`src/rtl/core/vssr_pkg.sv`:
```
// Package for the vertex shift/scale/rotate block: word types, mode and
// register codes, lane control struct and reset constants.
// No dependencies.
`timescale 1ns / 1ps

package vssr_pkg;

  typedef struct packed {
    logic signed [31:0] x_in;
    logic signed [31:0] y_in;
    logic signed [31:0] z_in;
    logic               last_in;
  } in_word_t;

  typedef struct packed {
    logic signed [31:0] x_out;
    logic signed [31:0] y_out;
    logic signed [31:0] z_out;
    logic               last_out;
  } out_word_t;

  localparam int unsigned CFG_IDX_W  = 3;
  localparam int unsigned CFG_DATA_W = 32;

  typedef enum logic [2:0] {
    MODE_SHIFT = 3'd0,
    MODE_SCALE = 3'd1,
    MODE_ROT_X = 3'd2,
    MODE_ROT_Y = 3'd3,
    MODE_ROT_Z = 3'd4
  } mode_t;

  typedef enum logic [CFG_IDX_W-1:0] {
    REG_MODE     = 3'd0,
    REG_CENTER_X = 3'd1,
    REG_CENTER_Y = 3'd2,
    REG_CENTER_Z = 3'd3,
    REG_SCALE    = 3'd4,
    REG_COS      = 3'd5,
    REG_SIN      = 3'd6
  } cfg_reg_t;

  typedef enum logic [1:0] {
    OP_PASS  = 2'd0,
    OP_SHIFT = 2'd1,
    OP_SCALE = 2'd2,
    OP_ROT   = 2'd3
  } lane_op_t;

  typedef enum logic [1:0] {
    COORD_X = 2'd0,
    COORD_Y = 2'd1,
    COORD_Z = 2'd2
  } coord_t;

  typedef struct packed {
    lane_op_t op;
    coord_t   b_sel;
    logic     neg;
  } lane_ctl_t;

  // 1.0 in Q16.16 and in Q2.30.
  localparam logic signed [31:0] SCALE_ONE = 32'sh0001_0000;
  localparam logic signed [31:0] TRIG_ONE  = 32'sh4000_0000;

endpackage

```
`src/rtl/core/vssr_merge.sv`:
```
// Output stage: collects the three lane results and the last flag into one
// registered result word with its strobe. Depends on vssr_pkg.
`timescale 1ns / 1ps

module vssr_merge (
  input  logic                clk,
  input  logic                rst_n,
  input  logic                valid_i,
  input  logic signed [31:0]  x_i,
  input  logic signed [31:0]  y_i,
  input  logic signed [31:0]  z_i,
  input  logic                last_i,
  output logic                valid_o,
  output vssr_pkg::out_word_t data_o
);
  import vssr_pkg::*;

  logic      valid_r;
  out_word_t data_r;

  always_ff @(posedge clk) begin
    if (!rst_n) begin
      valid_r <= 1'b0;
    end else begin
      valid_r <= valid_i;
    end
  end

  always_ff @(posedge clk) begin
    if (valid_i) begin
      data_r <= '{x_out: x_i, y_out: y_i, z_out: z_i, last_out: last_i};
    end
  end

  assign valid_o = valid_r;
  assign data_o  = data_r;

endmodule

```
`config.mk`:
```
export PLATFORM = sky130hd
export DESIGN_NAME = vssr_merge
export DESIGN_NICKNAME = d
export VERILOG_FILES = /design/src/rtl/core/vssr_pkg.sv /design/src/rtl/core/vssr_merge.sv
export SDC_FILE = /design/constraint.sdc
export NUM_CORES = 1
export LEC_CHECK = 0
export ABC_CLOCK_PERIOD_IN_PS = 1000
export BUFFER_PORTS_ARGS = -buffer_cell sky130_fd_sc_hd__buf_2
export CAP_MARGIN = 20
export CORE_MARGIN = 5
export CORE_UTILIZATION = 35
export DETAILED_ROUTE_END_ITERATION = 10
export PLACE_DENSITY = 0.69
export SLEW_MARGIN = 30
export SYNTH_ARGS = -nofsm -noshare
export SYNTH_HDL_FRONTEND = slang
export SYNTH_SLANG_ARGS = --single-unit
```
`constraint.sdc`:
```
create_clock -name clk -period 1 [get_ports clk]
set_clock_uncertainty 0.1 [all_clocks]
set_input_delay 0.05 -clock clk [delete_from_list [all_inputs] [get_ports clk]]
set_output_delay 0.05 -clock clk [all_outputs]
set_load 0.005 [all_outputs]
```
# Word-level counts from Yosys, hierarchy flattened
# Index checks and enable logic that the tools add are counted.
# word_totals
in_bits	100
out_inout_bits	98
register_bits	98

# Depth between registers and ports, before layout
# Gate-level depths: netlist of run 1.
# logic_depth
depth_word	0
mapped_depth	1
depth_no_buf	1

# Worst setup path before layout of run 1
# OpenSTA, ideal clock, no wires.
# synth_path
path_type	reg2out
start	register data_r, in the netlist data_o[0]
end	output port data_o[0] (netlist bit)
arrival_ns	0.355
path_slack_ns	0.495
path_stages_with_launch	1
path_cell_list	edfxtp_1
# synth_rtl
element	line_no	source
from (decl)	vssr_merge.sv:19	out_word_t data_r;
from (signal assigned)	vssr_merge.sv:31	data_r <= '{x_out: x_i, y_out: y_i, z_out: z_i, last_out: last_i};
to (decl)	vssr_merge.sv:14	output vssr_pkg::out_word_t data_o
# No word-level cell between the ends.

# Worst setup path in the final report of run 1
# layout_path
start	register data_r, in the netlist data_o[72]
end	output port data_o[72] (netlist bit)
# No word-level cell between the ends.

==> impl_metrics.ini, run 1 <==
[status]
outcome = finished with violations
violations = setup timing

[global_routing]
global_route.overflow_total = 0
number_of_antenna_violations_at_the_first_check_in_global_routing = 0
grt_first_pass_wirelength_um = 12400
first_global_vias = 2429
groute.usage.overall = 0.164
grt_start_max_net_pins = 35

[final_layout]
multi_input_area_um2 = 6.26
diodes = 0
fillCellCount = 575
area_growth_pct = 79.8
area.sequential_um2 = 2930
fraction_of_layout_cells_with_a_size_suffix_above_1 = 0.523
fin_area_um2 = 5280
instances_no_fill = 520
finish.net_count = 510

[clock_tree]
post-cts-setup-buffer-count = 0
cts.root.buffer_cell = sky130_fd_sc_hd__clkbuf_8
max-clock-path-buffers = 2
cts.sinks = 98
numCtsBuffers = 9
clkSlewWorstSetupHoldPaths_ps = 100
cts_repair_resize_count = 0
tritoncts_clock_tree = yes
htree_levels = 3

[worst_setup_path]
worstPathRequired_ps = 850
max_stage_delay_ps = 410
cp_max_fo = 1
setup.worst_path.end_class = output pin
cp-start-kind = register
crit_family = flip-flops
worstSetupPathDepth = 1
cp_num_buf_inv = 1
worstPathArrival_ps = 900
crit_path_cell_trace = buf_2
worstSetupPathType = register to output pin
worst_path_max_delay_cell = sky130_fd_sc_hd__edfxtp_1

[timing]
hold_viol_final = 0
tns_ps = -1160
fin_crit_ps = 1050
finalWorstSetupSlack_ps = -50.6
final.period_utilization = 1.05
timing.final.setup_violations = 66
max-slew-margin-rel = 0.877
rsz0062_at_grt = yes
max_slew.worst_pin.slew_ps = 184
max_freq_mhz = 952
slew_limit_fails = 0

[place]
routabilityCongestion = 0.729
place.detailed.hpwl_um = 5590
placed_cells = 406
port-buffer-count = 197
dpl_cell_area_um2 = 4120

[route]
drtIter0Drc = 44
antenna_left = 0
routed_wire_length_per_instance_um = 16.6
via_per_inst = 4.23
drt_pre_antenna_iters = 4
route.vias.total = 2197
drt_drc_violations_left = 0
routed_wirelength_um = 8630

[pwr]
vdd.ir_drop.worst_uv = 897
leakage_nw = 2.27
power.density_nw_per_um2 = 1570

[floorplanning]
floorplan.initialDensity = 0.358
die_height_um = 102
std_cell_rows = 33
floorplan.die.width_um = 102
dieArea_um2 = 10300
io-pin-count = 198
core_region_area_um2 = 8220

[logic_synthesis]
fraction_of_synthesized_cell_area_taken_by_the_top_area_cell_type = 0.991
synth.distinct_cells = 3
post_synthesis_area_per_instance_um2 = 29.7
synth_area_leaders = sky130_fd_sc_hd__edfxtp_1 99%, sky130_fd_sc_hd__dfxtp_1 0.68%, sky130_fd_sc_hd__and2_1 0.21%
synthesis.area_um2 = 2940
synthesis.yosys.warnings = 0
post_synthesis_net_count = 199
sequential_element_share_of_the_synthesized_area = 0.998
synth_seq_cells = 98
leading_area_contributor_after_synthesis = sky130_fd_sc_hd__edfxtp_1
synth_cells = 99

[job]
cap_violations = 0

[hold_path]
worstHoldPathType = input port to register
worst_hold_path.num_cells = 2
final timing paths:
| path | from | to | slack, ps |
|---|---|---|---|
| min | valid_i | data_o[94] | 80 |
| max | data_o[72] | data_o[72] | -50 |
power breakdown:
part	internal, mW	leakage (nW)	switching, mW	total, mW
clock	0.955	0.0898	1.40	2.35
sequential	4.87	0.958	0.0817	4.95
combinational	0.605	1.22	0.377	0.982
total	6.43	2.27	1.85	8.28
through the flow:
step	hold WS, ps	util	setup slack [ps]	total power, mW
after floorplan	48.9	-	495	5.09
after global placement	126	0.502	162	5.68
after detailed placement	128	0.502	151	5.71
after CTS	64.7	0.643	-62.4	8.34
after global routing	66.4	0.643	-103	8.65
final	80.4	0.643	-50.6	8.28
per-layer routing:
layer / global-route usage / up-vias / wire, um
met5: 0 / - / 0
met4: 0.0634 / 0 / 204
met3: 0.0585 / 15 / 849
met2: 0.309 / 121 / 4760
met1: 0.163 / 1040 / 2820
li1: - / 1021 / -
timing repair:
item                                    4_1_cts  5_1_grt
endpoints found under the hold margin        98        0
hold buffers                                 98        0
endpoints found under the setup margin       97       97
layout by cell type (no fill, tap or decap):
cell	count
sky130_fd_sc_hd__edfxtp_1	97
sky130_fd_sc_hd__buf_2	196
sky130_fd_sc_hd__clkbuf_1	1
sky130_fd_sc_hd__inv_6	3
sky130_fd_sc_hd__inv_8	1
sky130_fd_sc_hd__clkinv_4	1
sky130_fd_sc_hd__dfxtp_1	1
sky130_fd_sc_hd__and2_1	1
sky130_fd_sc_hd__clkbuf_8	9
sky130_fd_sc_hd__clkinvlp_4	1
sky130_fd_sc_hd__buf_4	4
sky130_fd_sc_hd__buf_12	2
sky130_fd_sc_hd__dlygate4sd3_1	98
sequential cells by signal (all words and copies together) (netlist names):
signal / flops
data_o: 97
valid_o: 1
cells by family after synthesis:
| kind of cell | count (synthesis) | synth area share |
|---|---|---|
| and+or+nand+nor | 1 | 0.00213 |
| DFF | 98 | 0.998 |
cell type report:
cell class | instances | area share
clock buffer | 10 | 0.0242
multi-input combinational | 1 | 0.00118
timing repair buffer | 300 | 0.385
clock inverter | 6 | 0.0102
sequential | 98 | 0.555
tap | 105 | 0.0249
cell usage after synthesis:
cell                       instances
sky130_fd_sc_hd__edfxtp_1         97
sky130_fd_sc_hd__and2_1            1
sky130_fd_sc_hd__dfxtp_1           1
(Power assumes the default switching activity.)
==> inputs of run 2 (changes only) <==
- RECOVER_POWER: not set -> 25
- SLEW_MARGIN: 30 -> not set
- TNS_END_PERCENT: not set -> 1
==> run 2 against run 1 <==
The flow still finishes with violations (setup timing). Flip-flop and latch count is the same. Hold slack improved by 180 ps. Non-clock buffer count unchanged. Core utilization is 0.49 points lower. Global-route usage stayed put. Wire length hardly changed. Worst setup slack improved by 1.3 ps. Cell count unchanged. Clock power about the same. Fmax up 0.12%. Final area decreased by 0.76%. Critical endpoint unchanged.
==> impl_metrics.ini, run 2 (synthesis gave the netlist of run 1 again) <==
[status]
outcome = finished with violations
violations = setup timing

[floorplanning]
die_height_um = 102
floorplan.die.width_um = 102
floorplan.initialDensity = 0.358
core_region_area_um2 = 8220
io-pin-count = 198
std_cell_rows = 33
dieArea_um2 = 10300

[worst_setup_path]
worstPathRequired_ps = 850
max_stage_delay_ps = 410
cp_num_buf_inv = 1
worstSetupPathType = register to output pin
worstPathArrival_ps = 900
setup.worst_path.end_class = output pin
cp_max_fo = 1
worst_path_max_delay_cell = sky130_fd_sc_hd__edfxtp_1
crit_path_cell_trace = buf_2
cp-start-kind = register
crit_family = flip-flops

[route]
antenna_left = 0
drt_drc_violations_left = 0
drt_pre_antenna_iters = 5
drtIter0Drc = 42
via_per_inst = 4.24
route.vias.total = 2204
routed_wire_length_per_instance_um = 16.6
routed_wirelength_um = 8640

[clock_tree]
max-clock-path-buffers = 2
cts.root.buffer_cell = sky130_fd_sc_hd__clkbuf_8
tritoncts_clock_tree = yes
cts_repair_resize_count = 0
post-cts-setup-buffer-count = 0
clkSlewWorstSetupHoldPaths_ps = 100
cts.sinks = 98
htree_levels = 3
numCtsBuffers = 9

[final_layout]
layout.cells.most_common_list = 196 x sky130_fd_sc_hd__buf_2, 98 x sky130_fd_sc_hd__dlygate4sd3_1, 97 x sky130_fd_sc_hd__edfxtp_1
mostFrequentLayoutCell = sky130_fd_sc_hd__buf_2
final_core_utilization = 0.638
instances_no_fill = 520
area_growth_pct = 78.4
max_ffs_per_register = 97
fraction_of_layout_cells_with_a_size_suffix_above_1 = 0.513
finish.net_count = 510
diodes = 0

[place]
place.detailed.hpwl_um = 5590
placed_cells = 406
routabilityCongestion = 0.729
port-buffer-count = 197
placement.setup.worst_slack_ps = 151

[global_routing]
grt_start_max_net_pins = 35
routing_usage_on_met3 = 0.0585
global_route.overflow_total = 0
gr-usage-met1 = 0.163
number_of_antenna_violations_at_the_first_check_in_global_routing = 0
busiest_layer = met2
first_global_vias = 2429
grt.met2_usage = 0.309
grt_first_pass_wirelength_um = 12400
groute.usage.overall = 0.164

[timing]
hold-worst-slack_ps = 260
tns_ps = -1160
slew_limit_fails = 0
timing.final.setup_violations = 68
finalWorstSetupSlack_ps = -49.3
fin_crit_ps = 1050
max-slew-margin-rel = 0.638
final.period_utilization = 1.05
max_freq_mhz = 953
hold_viol_final = 0
max_slew.worst_pin.slew_ps = 543
rsz0062_at_grt = yes

[pwr]
power.density_nw_per_um2 = 1570
vdd.ir_drop.worst_uv = 897
leakage_nw = 2.25

[hold_path]
hold_start = valid_i
worst_hold_path.num_cells = 2
worstHoldPathType = input port to register
worst_hold_endpoint = data_o[94]

[job]
cap_violations = 0
-- run 2: changes by cell type in the layout (fill, tap and decap cells not counted) --
cell	before	now
sky130_fd_sc_hd__clkbuf_4	0	2
sky130_fd_sc_hd__buf_4	4	0
sky130_fd_sc_hd__buf_12	2	0
sky130_fd_sc_hd__clkbuf_1	1	5
-- run 2: final cells by class --
cell class,count,area (um^2)
clock buffers,10,128
clock inverters,6,53.8
fillers,584,2970
multi-input cells,1,6.26
flip-flops and latches,98,2930
well taps,105,131
repair buffers,300,1990
-- run 2: per-stage QoR --
stage | area, um^2 | power [mW]
finish | 5240 | 8.26
global route | 5240 | 8.63
detailed placement | 4120 | 5.71
global placement | 4120 | 5.68
CTS | 5280 | 8.34
floorplan | 2940 | 5.09
-- run 2: how the worst max path moves through the flow --
stage                    start          to  slack [ps]  cells after the start
finish              data_o[72]  data_o[72]         -50                      1
global route        data_o[19]  data_o[19]        -100                      1
CTS                 data_o[65]  data_o[65]         -60                      1
detailed placement     valid_i  data_o[11]         150                      2
global placement       valid_i  data_o[59]         160                      2
floorplan            data_o[0]   data_o[0]         490                      0
-- run 2: metal layers --
metal	vias up	wire (um)
met2	127	4740
met3	15	856
met4	0	204
li1	1019	-
met1	1043	2840
met5	-	0
-- run 2: where the power goes --
| part | internal, mW | leakage, nW | switching (mW) |
|---|---|---|---|
| combinational | 0.587 | 1.20 | 0.373 |
| clock | 0.955 | 0.0898 | 1.39 |
| sequential | 4.87 | 0.958 | 0.0814 |
| total | 6.41 | 2.25 | 1.85 |
-- run 2: timing repair --
action,in CTS,in global routing
gates cloned,0,0
hold endpoints to repair,98,0
hold buffers,98,0
setup endpoints to repair,97,97
