===== src/rtl/core/vssr_pkg.sv =====
// Package for the vertex shift/scale/rotate block: word types, mode and
// register codes, lane control struct and reset constants.
// No dependencies.
`timescale 1ns / 1ps

package vssr_pkg;

  typedef struct packed {
    logic signed [31:0] x_in;
    logic signed [31:0] y_in;
    logic signed [31:0] z_in;
    logic               last_in;
  } in_word_t;

  typedef struct packed {
    logic signed [31:0] x_out;
    logic signed [31:0] y_out;
    logic signed [31:0] z_out;
    logic               last_out;
  } out_word_t;

  localparam int unsigned CFG_IDX_W  = 3;
  localparam int unsigned CFG_DATA_W = 32;

  typedef enum logic [2:0] {
    MODE_SHIFT = 3'd0,
    MODE_SCALE = 3'd1,
    MODE_ROT_X = 3'd2,
    MODE_ROT_Y = 3'd3,
    MODE_ROT_Z = 3'd4
  } mode_t;

  typedef enum logic [CFG_IDX_W-1:0] {
    REG_MODE     = 3'd0,
    REG_CENTER_X = 3'd1,
    REG_CENTER_Y = 3'd2,
    REG_CENTER_Z = 3'd3,
    REG_SCALE    = 3'd4,
    REG_COS      = 3'd5,
    REG_SIN      = 3'd6
  } cfg_reg_t;

  typedef enum logic [1:0] {
    OP_PASS  = 2'd0,
    OP_SHIFT = 2'd1,
    OP_SCALE = 2'd2,
    OP_ROT   = 2'd3
  } lane_op_t;

  typedef enum logic [1:0] {
    COORD_X = 2'd0,
    COORD_Y = 2'd1,
    COORD_Z = 2'd2
  } coord_t;

  typedef struct packed {
    lane_op_t op;
    coord_t   b_sel;
    logic     neg;
  } lane_ctl_t;

  // 1.0 in Q16.16 and in Q2.30.
  localparam logic signed [31:0] SCALE_ONE = 32'sh0001_0000;
  localparam logic signed [31:0] TRIG_ONE  = 32'sh4000_0000;

endpackage


===== src/rtl/core/vssr_decode.sv =====
// Mode decoder: turns the configured mode into one control word per lane.
// Depends on vssr_pkg.
`timescale 1ns / 1ps

module vssr_decode (
  input  vssr_pkg::mode_t     mode_i,
  output vssr_pkg::lane_ctl_t ctl_x_o,
  output vssr_pkg::lane_ctl_t ctl_y_o,
  output vssr_pkg::lane_ctl_t ctl_z_o
);
  import vssr_pkg::*;

  // A lane always multiplies its own coordinate by cosine; b_sel picks the
  // coordinate that goes with sine, and neg flips the sine term.
  always_comb begin
    ctl_x_o = '{op: OP_PASS, b_sel: COORD_X, neg: 1'b0};
    ctl_y_o = '{op: OP_PASS, b_sel: COORD_X, neg: 1'b0};
    ctl_z_o = '{op: OP_PASS, b_sel: COORD_X, neg: 1'b0};
    case (mode_i)
      MODE_SHIFT: begin
        ctl_x_o.op = OP_SHIFT;
        ctl_y_o.op = OP_SHIFT;
        ctl_z_o.op = OP_SHIFT;
      end
      MODE_SCALE: begin
        ctl_x_o.op = OP_SCALE;
        ctl_y_o.op = OP_SCALE;
        ctl_z_o.op = OP_SCALE;
      end
      MODE_ROT_X: begin
        ctl_y_o = '{op: OP_ROT, b_sel: COORD_Z, neg: 1'b0};
        ctl_z_o = '{op: OP_ROT, b_sel: COORD_Y, neg: 1'b1};
      end
      MODE_ROT_Y: begin
        ctl_x_o = '{op: OP_ROT, b_sel: COORD_Z, neg: 1'b0};
        ctl_z_o = '{op: OP_ROT, b_sel: COORD_X, neg: 1'b1};
      end
      MODE_ROT_Z: begin
        ctl_x_o = '{op: OP_ROT, b_sel: COORD_Y, neg: 1'b0};
        ctl_y_o = '{op: OP_ROT, b_sel: COORD_X, neg: 1'b1};
      end
      default: begin
        // Unused codes leave the vertex untouched.
      end
    endcase
  end

endmodule


===== config.mk =====
export PLATFORM = sky130hd
export DESIGN_NAME = vssr_decode
export DESIGN_NICKNAME = d
export VERILOG_FILES = /design/src/rtl/core/vssr_pkg.sv /design/src/rtl/core/vssr_decode.sv
export SDC_FILE = /design/constraint.sdc
export NUM_CORES = 1
export LEC_CHECK = 0
export BUFFER_PORTS_ARGS = -buffer_cell sky130_fd_sc_hd__buf_4
export CORE_AREA = 2 2 39 41
export DETAILED_ROUTE_END_ITERATION = 10
export DIE_AREA = 0 0 41 43
export GPL_TIMING_DRIVEN = 0
export PLACE_DENSITY_LB_ADDON = 0.3
export SYNTH_ARGS = -nofsm -noshare
export SYNTH_HDL_FRONTEND = slang
export SYNTH_SLANG_ARGS = --single-unit

===== constraint.sdc =====
create_clock -name vclk -period 3.5
set_input_delay 1.05 -clock vclk [all_inputs]
set_output_delay 1.05 -clock vclk [all_outputs]
set_load 0.1 [all_outputs]

* Word level (Yosys, flattened, before mapping)
Cells that the tools add are included.
** Storage, ports and cells
- Register bits after elaboration :: 0
- Output and inout port bits :: 15
- Logic and storage cells :: 14
- Input port bits :: 3
** Cells by class
- Reduce and logical (&&, ||, !) cells :: 4
- Muxes and demuxes :: 6
- Equality and inequality tests :: 4
** Operators with widths (count)
- 2-bit one-hot mux with 3 select lines :: 3
- 3-bit one-hot mux with 2 select lines :: 2
- 3-bit by 2-bit equality test with 1-bit output (second input constant) :: 2
- 2-bit OR reduction :: 3
- 2-bit one-hot mux with 2 select lines :: 1
- 3-bit by 1-bit equality test with 1-bit output (second input constant) :: 1
- 3-bit equality test (second input constant) :: 1
- 3-bit zero test :: 1

* Depth between registers and ports, before layout
Gate-level depths: netlist (run 1).
- Depth after elaboration :: 3
- Gate-level depth with buffers :: 3
- Gate-level depth less buffers :: 2

* Worst setup path before layout (run 1)
OpenSTA, ideal clock, no wires.
- Path type :: input port to output port
- From :: input port mode_i[0]
- To :: output port ctl_y_o[2] (netlist bit)
- Stages on the path :: 2
- Data arrival time :: 3.237 ns
- Required time :: 2.450 ns
- Path slack :: -0.787 ns
- Buffers on the path :: 1
- Path through :: buf_6 -> nor3_1
** RTL lines
- start: declaration :: RTL line vssr_decode.sv:6 : input vssr_pkg::mode_t mode_i,
- end: declaration :: RTL line vssr_decode.sv:8 : output vssr_pkg::lane_ctl_t ctl_y_o,

==> results of run 1 <==
## cell type report
type                            count  area [um2]  share of cell area
Tap cell                           16        20.0              0.0708
Inverter                            1        3.75              0.0133
Timing Repair Buffer               14         105               0.372
Buffer                              5        38.8               0.137
Multi-Input combinational cell     18         115               0.407
## power groups by stage
stage                     logic (mW)  registers, mW  clock network (mW)
final                          0.104              0                   0
after global routing           0.108              0                   0
after CTS                      0.105              0                   0
after detailed placement       0.104              0                   0
after global placement         0.104              0                   0
after floorplan               0.0882              0                   0
## routing by layer
layer  vias up  GRT usage  part of all wire
met4         0          0                 0
met2        12     0.0531              0.36
met3         0          0              0.16
li1         98          -                 -
met5         -          0                 0
met1        62     0.0696              0.48
## cells in the mapped netlist
cell type / n
mux2_2: 1
buf_6: 1
o21ai_0: 1
conb_1: 1
buf_4: 3
nor2b_1: 1
o31a_1: 1
a21oi_1: 2
and2b_1: 1
and2_1: 2
nor3_1: 2
nor2_2: 1
inv_1: 1
buf_2: 1
and3b_4: 1
or2_1: 1
nor2_1: 1
## placed cells by master, fill, tap and decap left out
master	n
buf_4	17
conb_1	3
nor3_1	2
nor2_2	2
and2_1	2
a21oi_1	2
buf_6	1
inv_1	1
buf_2	1
and3b_4	1
and2b_1	1
or2_1	1
nor2b_1	1
o21ai_0	1
o31a_2	1
mux2_2	1
## kinds of logic (layout without fill, tap and decap cells)
group	count (synthesis)	in the layout	synth area share
and+or+nand+nor	10	10	0.444
buffers and inverters	6	20	0.291
AOI/OAI and AO/OA	4	4	0.162
other	1	3	0.0256
muxes	1	1	0.0769
## worst max path at each step
stage / cells past startpoint / end / slack (ps) / startpoint
finish: 5 / ctl_y_o[4] / 480 / mode_i[2]
global route: 5 / ctl_y_o[4] / 430 / mode_i[2]
CTS: 5 / ctl_y_o[4] / 470 / mode_i[2]
detailed placement: 5 / ctl_y_o[4] / 470 / mode_i[2]
global placement: 5 / ctl_y_o[4] / 470 / mode_i[2]
floorplan: 2 / ctl_y_o[2] / -790 / mode_i[0]
## per-stage QoR
stage               hold slack (ps)  cell area [um2]  TNS, ps  power [mW]
floorplan                      2370              158    -2040      0.0882
global placement               2480              283        0       0.104
detailed placement             2480              283        0       0.104
CTS                            2470              283        0       0.105
global route                   2500              283        0       0.108
finish                         2470              283        0       0.104
## critical path: stages
cell and delay (ps):
buf_4 110, buf_2 160, nor2b_1 140, o31a_2 270, buf_4 230
==> reports/qor.csv, run 1 <==
metric,value,unit
sequential area share after synthesis,0,
Final setup viols,0,
number of max-slew violations in the final report,0,
Yosys top cell area share,0.154,
cell area power density,368,nW/um2
dpl cells,54,
cell taking the most area after synthesis,buf_4,
input/output buffers,14,
vias,172,
Comb power frac,1.000,
clock buf count,0,
YS warnings,0,
first-pass GRT wire length,517,um
hold path start,mode_i[0],
Clock Power Share,0,
Max rail drop VDD,0.0865,mV
# fillers,155,
max-cap viol count,0,
Finished Core Util,0.204,
Synth Cell Area,146,um2
Post-CTS Hold Fix Bufs,0,
largest net degree at the start of global routing,11,
Placer Congestion,0.526,
initial antenna violation count,0,
P_sw,83.6,uW
syn avg cell area,6.65,um2
row count,14,
Detail Route Antenna Nets,0,
Worst Path Arrival,1970,ps
GRT overflow,0,
crit share post-route,0.864,
Worst Setup Start Kind,primary input,
Seq pwr share,0,
CP required,2450,ps
fin worst setup slack,477,ps
Pint,20.6,uW
RSZ-0062 raised after global routing,no,
LEAKAGE,0.150,nW
Antenna diodes,0,
Std-Cell Core Area,1380,um2
Nets,43,
DIE WIDTH,41,um
final hold violation count,0,
Final min period,3020,ps
Synth Instances,22,
seq_cells,0,
First-pass DRT Iterations,2,
GRT Total Usage,0.0390,
CTS resizes,0,
critical path capture point type,output pin,
Vert. Die Dim,43,um
Reg area,0,um2
Area Overhead vs Synth,93.2,%
synth top area cells,"buf_4, and2_1, and3b_4, buf_6, mux2_2",
hold-critical path depth,3,
wire per inst,6.96,um
vias in the first global route,111,
Post-CTS Setup Bufs,0,
critical path class,primary input to output pin,
proportion of layout cells with a drive suffix above 1,0.632,
DRC violations left,0,
Post-Layout Cell Count,54,
Yosys cell types,17,
DP HPWL,317,um
drt via density,3.19,
Sw Ratio,0.802,
I/O pin total,18,
Min-Delay Path Class,primary input to output pin,
die area,1760,um2
fmax,331,MHz
"critical path fanouts, max",10,
status,"complete, no violations",
Routed WL,376,um
Post-Place Worst Slack,470,ps
1st-iter DRT viols,1,
worst hold endpoint,ctl_y_o[3],
Starting Density,0.106,
No activity file was read; power rests on OpenSTA's default activity.
==> inputs of run 2 (changes only) <==
--- a/config.mk
+++ b/config.mk
@@ -5,10 +5,10 @@
 export SDC_FILE = /design/constraint.sdc
 export NUM_CORES = 1
 export LEC_CHECK = 0
-export BUFFER_PORTS_ARGS = -buffer_cell sky130_fd_sc_hd__buf_4
 export CORE_AREA = 2 2 39 41
 export DETAILED_ROUTE_END_ITERATION = 10
 export DIE_AREA = 0 0 41 43
+export DONT_BUFFER_PORTS = 1
 export GPL_TIMING_DRIVEN = 0
 export PLACE_DENSITY_LB_ADDON = 0.3
 export SYNTH_ARGS = -nofsm -noshare
==> run 2 against run 1 <==
  * Non-clock buffer count shrank 12
  * Power shrank 8.9%
  * Critical path depth shrank 2
  * Hold slack lost 100 ps
  * First-iteration DRC count shrank 100%
  * Global-route usage grew 1.1 points
  * Maximum frequency shrank 12%
  * Highest routed layer unchanged
  * Sequential cell count is the same
  * Clock-buffer cell count is the same
  * Cell area shrank 20%
  * Sequential share of layout area is the same
==> reports/qor.csv, run 2 (synthesis results as in run 1) <==
metric,value,unit,change
CP required,2450,ps,about the same
final hold violation count,0,,unchanged
DP HPWL,336,um,+5.7%
status,"complete, no violations",,
hold-critical path depth,1,,-2
Detail Route Antenna Nets,0,,unchanged
1st-iter DRT viols,0,,-1
Post-CTS Hold Fix Bufs,0,,unchanged
# fillers,155,,unchanged
Reg area,0,um2,unchanged
number of max-slew violations in the final report,0,,unchanged
vias,143,,-17%
initial antenna violation count,0,,unchanged
Slew HR,0.210,,
Finished Core Util,0.164,,-0.0407
crit share post-route,0.978,,+0.115
DIE WIDTH,41,um,unchanged
critical path class,primary input to output pin,,
Placer Congestion,0.503,,-4.3%
DRC violations left,0,,unchanged
Nets,31,,-28%
cell area power density,419,nW/um2,+14%
Std-Cell Core Area,1380,um2,unchanged
proportion of layout cells with a drive suffix above 1,0.654,,+0.0223
Vert. Die Dim,43,um,unchanged
fin worst setup slack,76.5,ps,-401 ps
seq_cells,0,,unchanged
I/O pin total,18,,unchanged
Routed WL,383,um,+1.9%
Antenna diodes,0,,unchanged
Area Overhead vs Synth,54.7,%,
wire per inst,9.12,um,+31%
input/output buffers,0,,-14
largest net degree at the start of global routing,11,,unchanged
final hold slack,2370,ps,-100 ps
Post-Place Worst Slack,-16.9,ps,-487 ps
first-pass GRT wire length,662,um,+28%
row count,14,,unchanged
Final min period,3420,ps,+401 ps
Worst Setup Start Kind,primary input,,
RSZ-0062 raised after global routing,no,,
fmax,292,MHz,-12%
critical path capture point type,output pin,,
hold path start,mode_i[1],,
die area,1760,um2,unchanged
Final setup viols,0,,unchanged
Min-Delay Path Class,primary input to output pin,,
First-pass DRT Iterations,1,,-1
clock buf count,0,,unchanged
GRT Total Usage,0.0500,,+0.0110
worst hold endpoint,ctl_y_o[3],,
"commonest non-fill, non-tap cells in the layout","buf_4, conb_1",,
max-cap viol count,0,,unchanged
vias in the first global route,145,,+31%
Max rail drop VDD,0.0763,mV,-12%
"critical path fanouts, max",9,,-1
drt via density,3.40,,+6.9%
Starting Density,0.106,,unchanged
LEAKAGE,0.0958,nW,-36%
GRT overflow,0,,unchanged
Worst Path Arrival,2370,ps,+400 ps
Tightest Pin Transition,1190,ps,
==> run 2: changes by cell type in the layout (fill, tap and decap cells not counted), sizes merged <==
cell / before / now
buf: 19 / 7
==> run 2: worst max-delay path, cell delays in order <==
cell     delay [ps]
buf_6           110
and3b_4         430
or2_1           770
==> run 2: report_power, final <==
| group | total [mW] | leakage [nW] | internal [mW] | switching, mW |
|---|---|---|---|---|
| clock network | 0 | 0 | 0 | 0 |
| registers | 0 | 0 | 0 | 0 |
| logic | 0.0949 | 0.0958 | 0.0127 | 0.0822 |
==> run 2: final cells by class <==
cell class / instances / area, um2 / area share
Buffer: 5 / 38.8 / 0.171
Inverter: 1 / 3.75 / 0.0166
Multi-Input combinational cell: 18 / 134 / 0.591
Tap cell: 16 / 20.0 / 0.0884
Timing Repair Buffer: 2 / 30.0 / 0.133
==> run 2: through the flow <==
| stage | instances | setup TNS (ps) | area [um2] | power [mW] |
|---|---|---|---|---|
| 2_1_floorplan | 24 | -2040 | 158 | 0.0882 |
| 3_3_place_gp | 40 | -2250 | 178 | 0.0902 |
| 3_5_place_dp | 42 | -16.9 | 225 | 0.0951 |
| 4_1_cts | 42 | 0 | 226 | 0.0954 |
| 5_1_grt | 42 | 0 | 226 | 0.0978 |
| 6_report | 42 | 0 | 226 | 0.0949 |
==> run 2: worst max-delay path by stage <==
stage | startpoint | endpoint | slack [ps]
global placement | mode_i[2] | ctl_z_o[1] | -830
floorplan | mode_i[0] | ctl_y_o[2] | -790
CTS | mode_i[0] | ctl_x_o[3] | 70
finish | mode_i[0] | ctl_x_o[3] | 80
global route | mode_i[0] | ctl_x_o[3] | 50
detailed placement | mode_i[2] | ctl_y_o[4] | -20
==> run 2: timing repair <==
action / CTS / global route
buffers inserted: 0 / 0
setup endpoints to repair: 1 / 0
gates resized for setup: 1 / 0
==> run 2: metal layers <==
metal	vias to the layer above	GRT usage	wire (um)
met5	-	0	0
li1	73	-	-
met3	0	0.0157	56
met2	12	0.0750	155
met1	58	0.0728	171
met4	0	0	0
==> inputs of run 3 (changes only) <==
--- a/config.mk
+++ b/config.mk
@@ -11,6 +11,7 @@
 export DONT_BUFFER_PORTS = 1
 export GPL_TIMING_DRIVEN = 0
 export PLACE_DENSITY_LB_ADDON = 0.3
+export SLEW_MARGIN = 20
 export SYNTH_ARGS = -nofsm -noshare
 export SYNTH_HDL_FRONTEND = slang
 export SYNTH_SLANG_ARGS = --single-unit
==> constraint.sdc (replaced) <==
create_clock -name vclk -period 3.4
set_input_delay 1.02 -clock vclk [all_inputs]
set_output_delay 1.02 -clock vclk [all_outputs]
set_load 0.1 [all_outputs]
==> run 3 against run 2 <==
  * Sequential cell count unchanged
  * Power up 2.9%
  * First-iteration DRC count up 1
  * Sequential share of layout area unchanged
  * Largest cell class unchanged
  * Largest power group unchanged
  * Highest routed layer unchanged
==> reports/qor.csv, run 3 (synthesis results as in run 1) <==
metric,value,unit,change
Detail Route Antenna Nets,0,,unchanged
input/output buffers,0,,unchanged
Final setup viols,0,,unchanged
Pint,13.1,uW,+2.9%
critical path capture point type,output pin,,
fmax,298,MHz,
Placed Instance Area,226,um2,+0.56%
CTS resizes,0,,-1
Slew HR,0.208,,-0.00208
Overall Power,97.7,uW,+2.9%
cell area power density,432,nW/um2,+2.9%
Worst Path Arrival,2340,ps,-30 ps
Sw Ratio,0.866,,about the same
Post-Place Worst Slack,30.0,ps,+46.9 ps
seq_cells,0,,unchanged
vias,144,,+0.70%
status,"complete, no violations",,
Seq pwr share,0,,unchanged
GRT overflow,0,,unchanged
wire per inst,8.64,um,-5.2%
Tightest Pin Transition,1190,ps,+3.12 ps
"commonest non-fill, non-tap cells in the layout","buf_4, conb_1",,
final hold slack,2310,ps,-61.3 ps
final hold violation count,0,,unchanged
"critical path fanouts, max",9,,unchanged
max-cap viol count,0,,unchanged
Vert. Die Dim,43,um,unchanged
LEAKAGE,0.0958,nW,unchanged
RSZ-0062 raised after global routing,no,,
Clock Power Share,0,,unchanged
Std-Cell Core Area,1380,um2,unchanged
Post-CTS Setup Bufs,0,,unchanged
drt via density,3.43,,+0.70%
Nets,31,,unchanged
crit share post-route,0.988,,
DRC violations left,0,,unchanged
DIE WIDTH,41,um,unchanged
GRT Total Usage,0.0370,,-0.0130
largest net degree at the start of global routing,11,,unchanged
Worst Setup Start Kind,primary input,,
setup TNS,0,ps,unchanged
Antenna diodes,0,,unchanged
Final min period,3360,ps,
Reg area,0,um2,unchanged
Min-Delay Path Class,primary input to output pin,,
critical path class,primary input to output pin,,
row count,14,,unchanged
DP HPWL,317,um,-5.5%
die area,1760,um2,unchanged
initial antenna violation count,0,,unchanged
hold-critical path depth,1,,unchanged
P_sw,84.6,uW,+2.9%
1st-iter DRT viols,1,,+1
Placer Congestion,0.547,,+8.7%
fin worst setup slack,39.7,ps,-36.8 ps
Post-Layout Cell Count,42,,unchanged
design area,226,um2,unchanged
Area Overhead vs Synth,54.7,%,unchanged
Max rail drop VDD,0.0751,mV,-1.6%
clock buf count,0,,unchanged
proportion of layout cells with a drive suffix above 1,0.654,,unchanged
worst hold endpoint,ctl_y_o[3],,
First-pass DRT Iterations,2,,+1
number of max-slew violations in the final report,0,,unchanged
hold path start,mode_i[1],,
CP required,2380,ps,-70 ps
Finished Core Util,0.164,,unchanged
first-pass GRT wire length,483,um,-27%
Starting Density,0.106,,unchanged
vias in the first global route,111,,-23%
Routed WL,363,um,-5.2%
I/O pin total,18,,unchanged
Comb power frac,1.000,,about the same
dpl cells,42,,unchanged
Post-CTS Hold Fix Bufs,0,,unchanged
run 3: how the worst max path moves through the flow:
stage | start | endpoint | depth (start not counted)
2_1_floorplan | mode_i[0] | ctl_y_o[2] | 2
3_3_place_gp | mode_i[2] | ctl_z_o[1] | 2
3_5_place_dp | mode_i[0] | ctl_x_o[3] | 3
4_1_cts | mode_i[0] | ctl_x_o[3] | 3
5_1_grt | mode_i[0] | ctl_x_o[3] | 3
6_report | mode_i[0] | ctl_x_o[3] | 3
run 3: cell type report:
class / instances / area (um2)
Tap cell: 16 / 20.0
Fill cell: 155 / 1160
Inverter: 1 / 3.75
Buffer: 5 / 38.8
Timing Repair Buffer: 2 / 30.0
Multi-Input combinational cell: 18 / 134
run 3: worst max-delay path, cell delays in order:
cell	delay (ps)
buf_6	110
and3b_4	430
or2_1	770
run 3: power groups by stage:
stage,clock network [mW],logic (mW),registers (mW)
final,0,0.0977,0
after global placement,0,0.0932,0
after floorplan,0,0.0910,0
after CTS,0,0.0982,0
after global routing,0,0.100,0
after detailed placement,0,0.0981,0
run 3: layer usage:
layer,wire length [um],vias up,track usage
met3,66,0,0.0157
met5,0,-,0
met2,159,11,0.0594
li1,-,73,-
met1,137,60,0.0475
met4,0,0,0
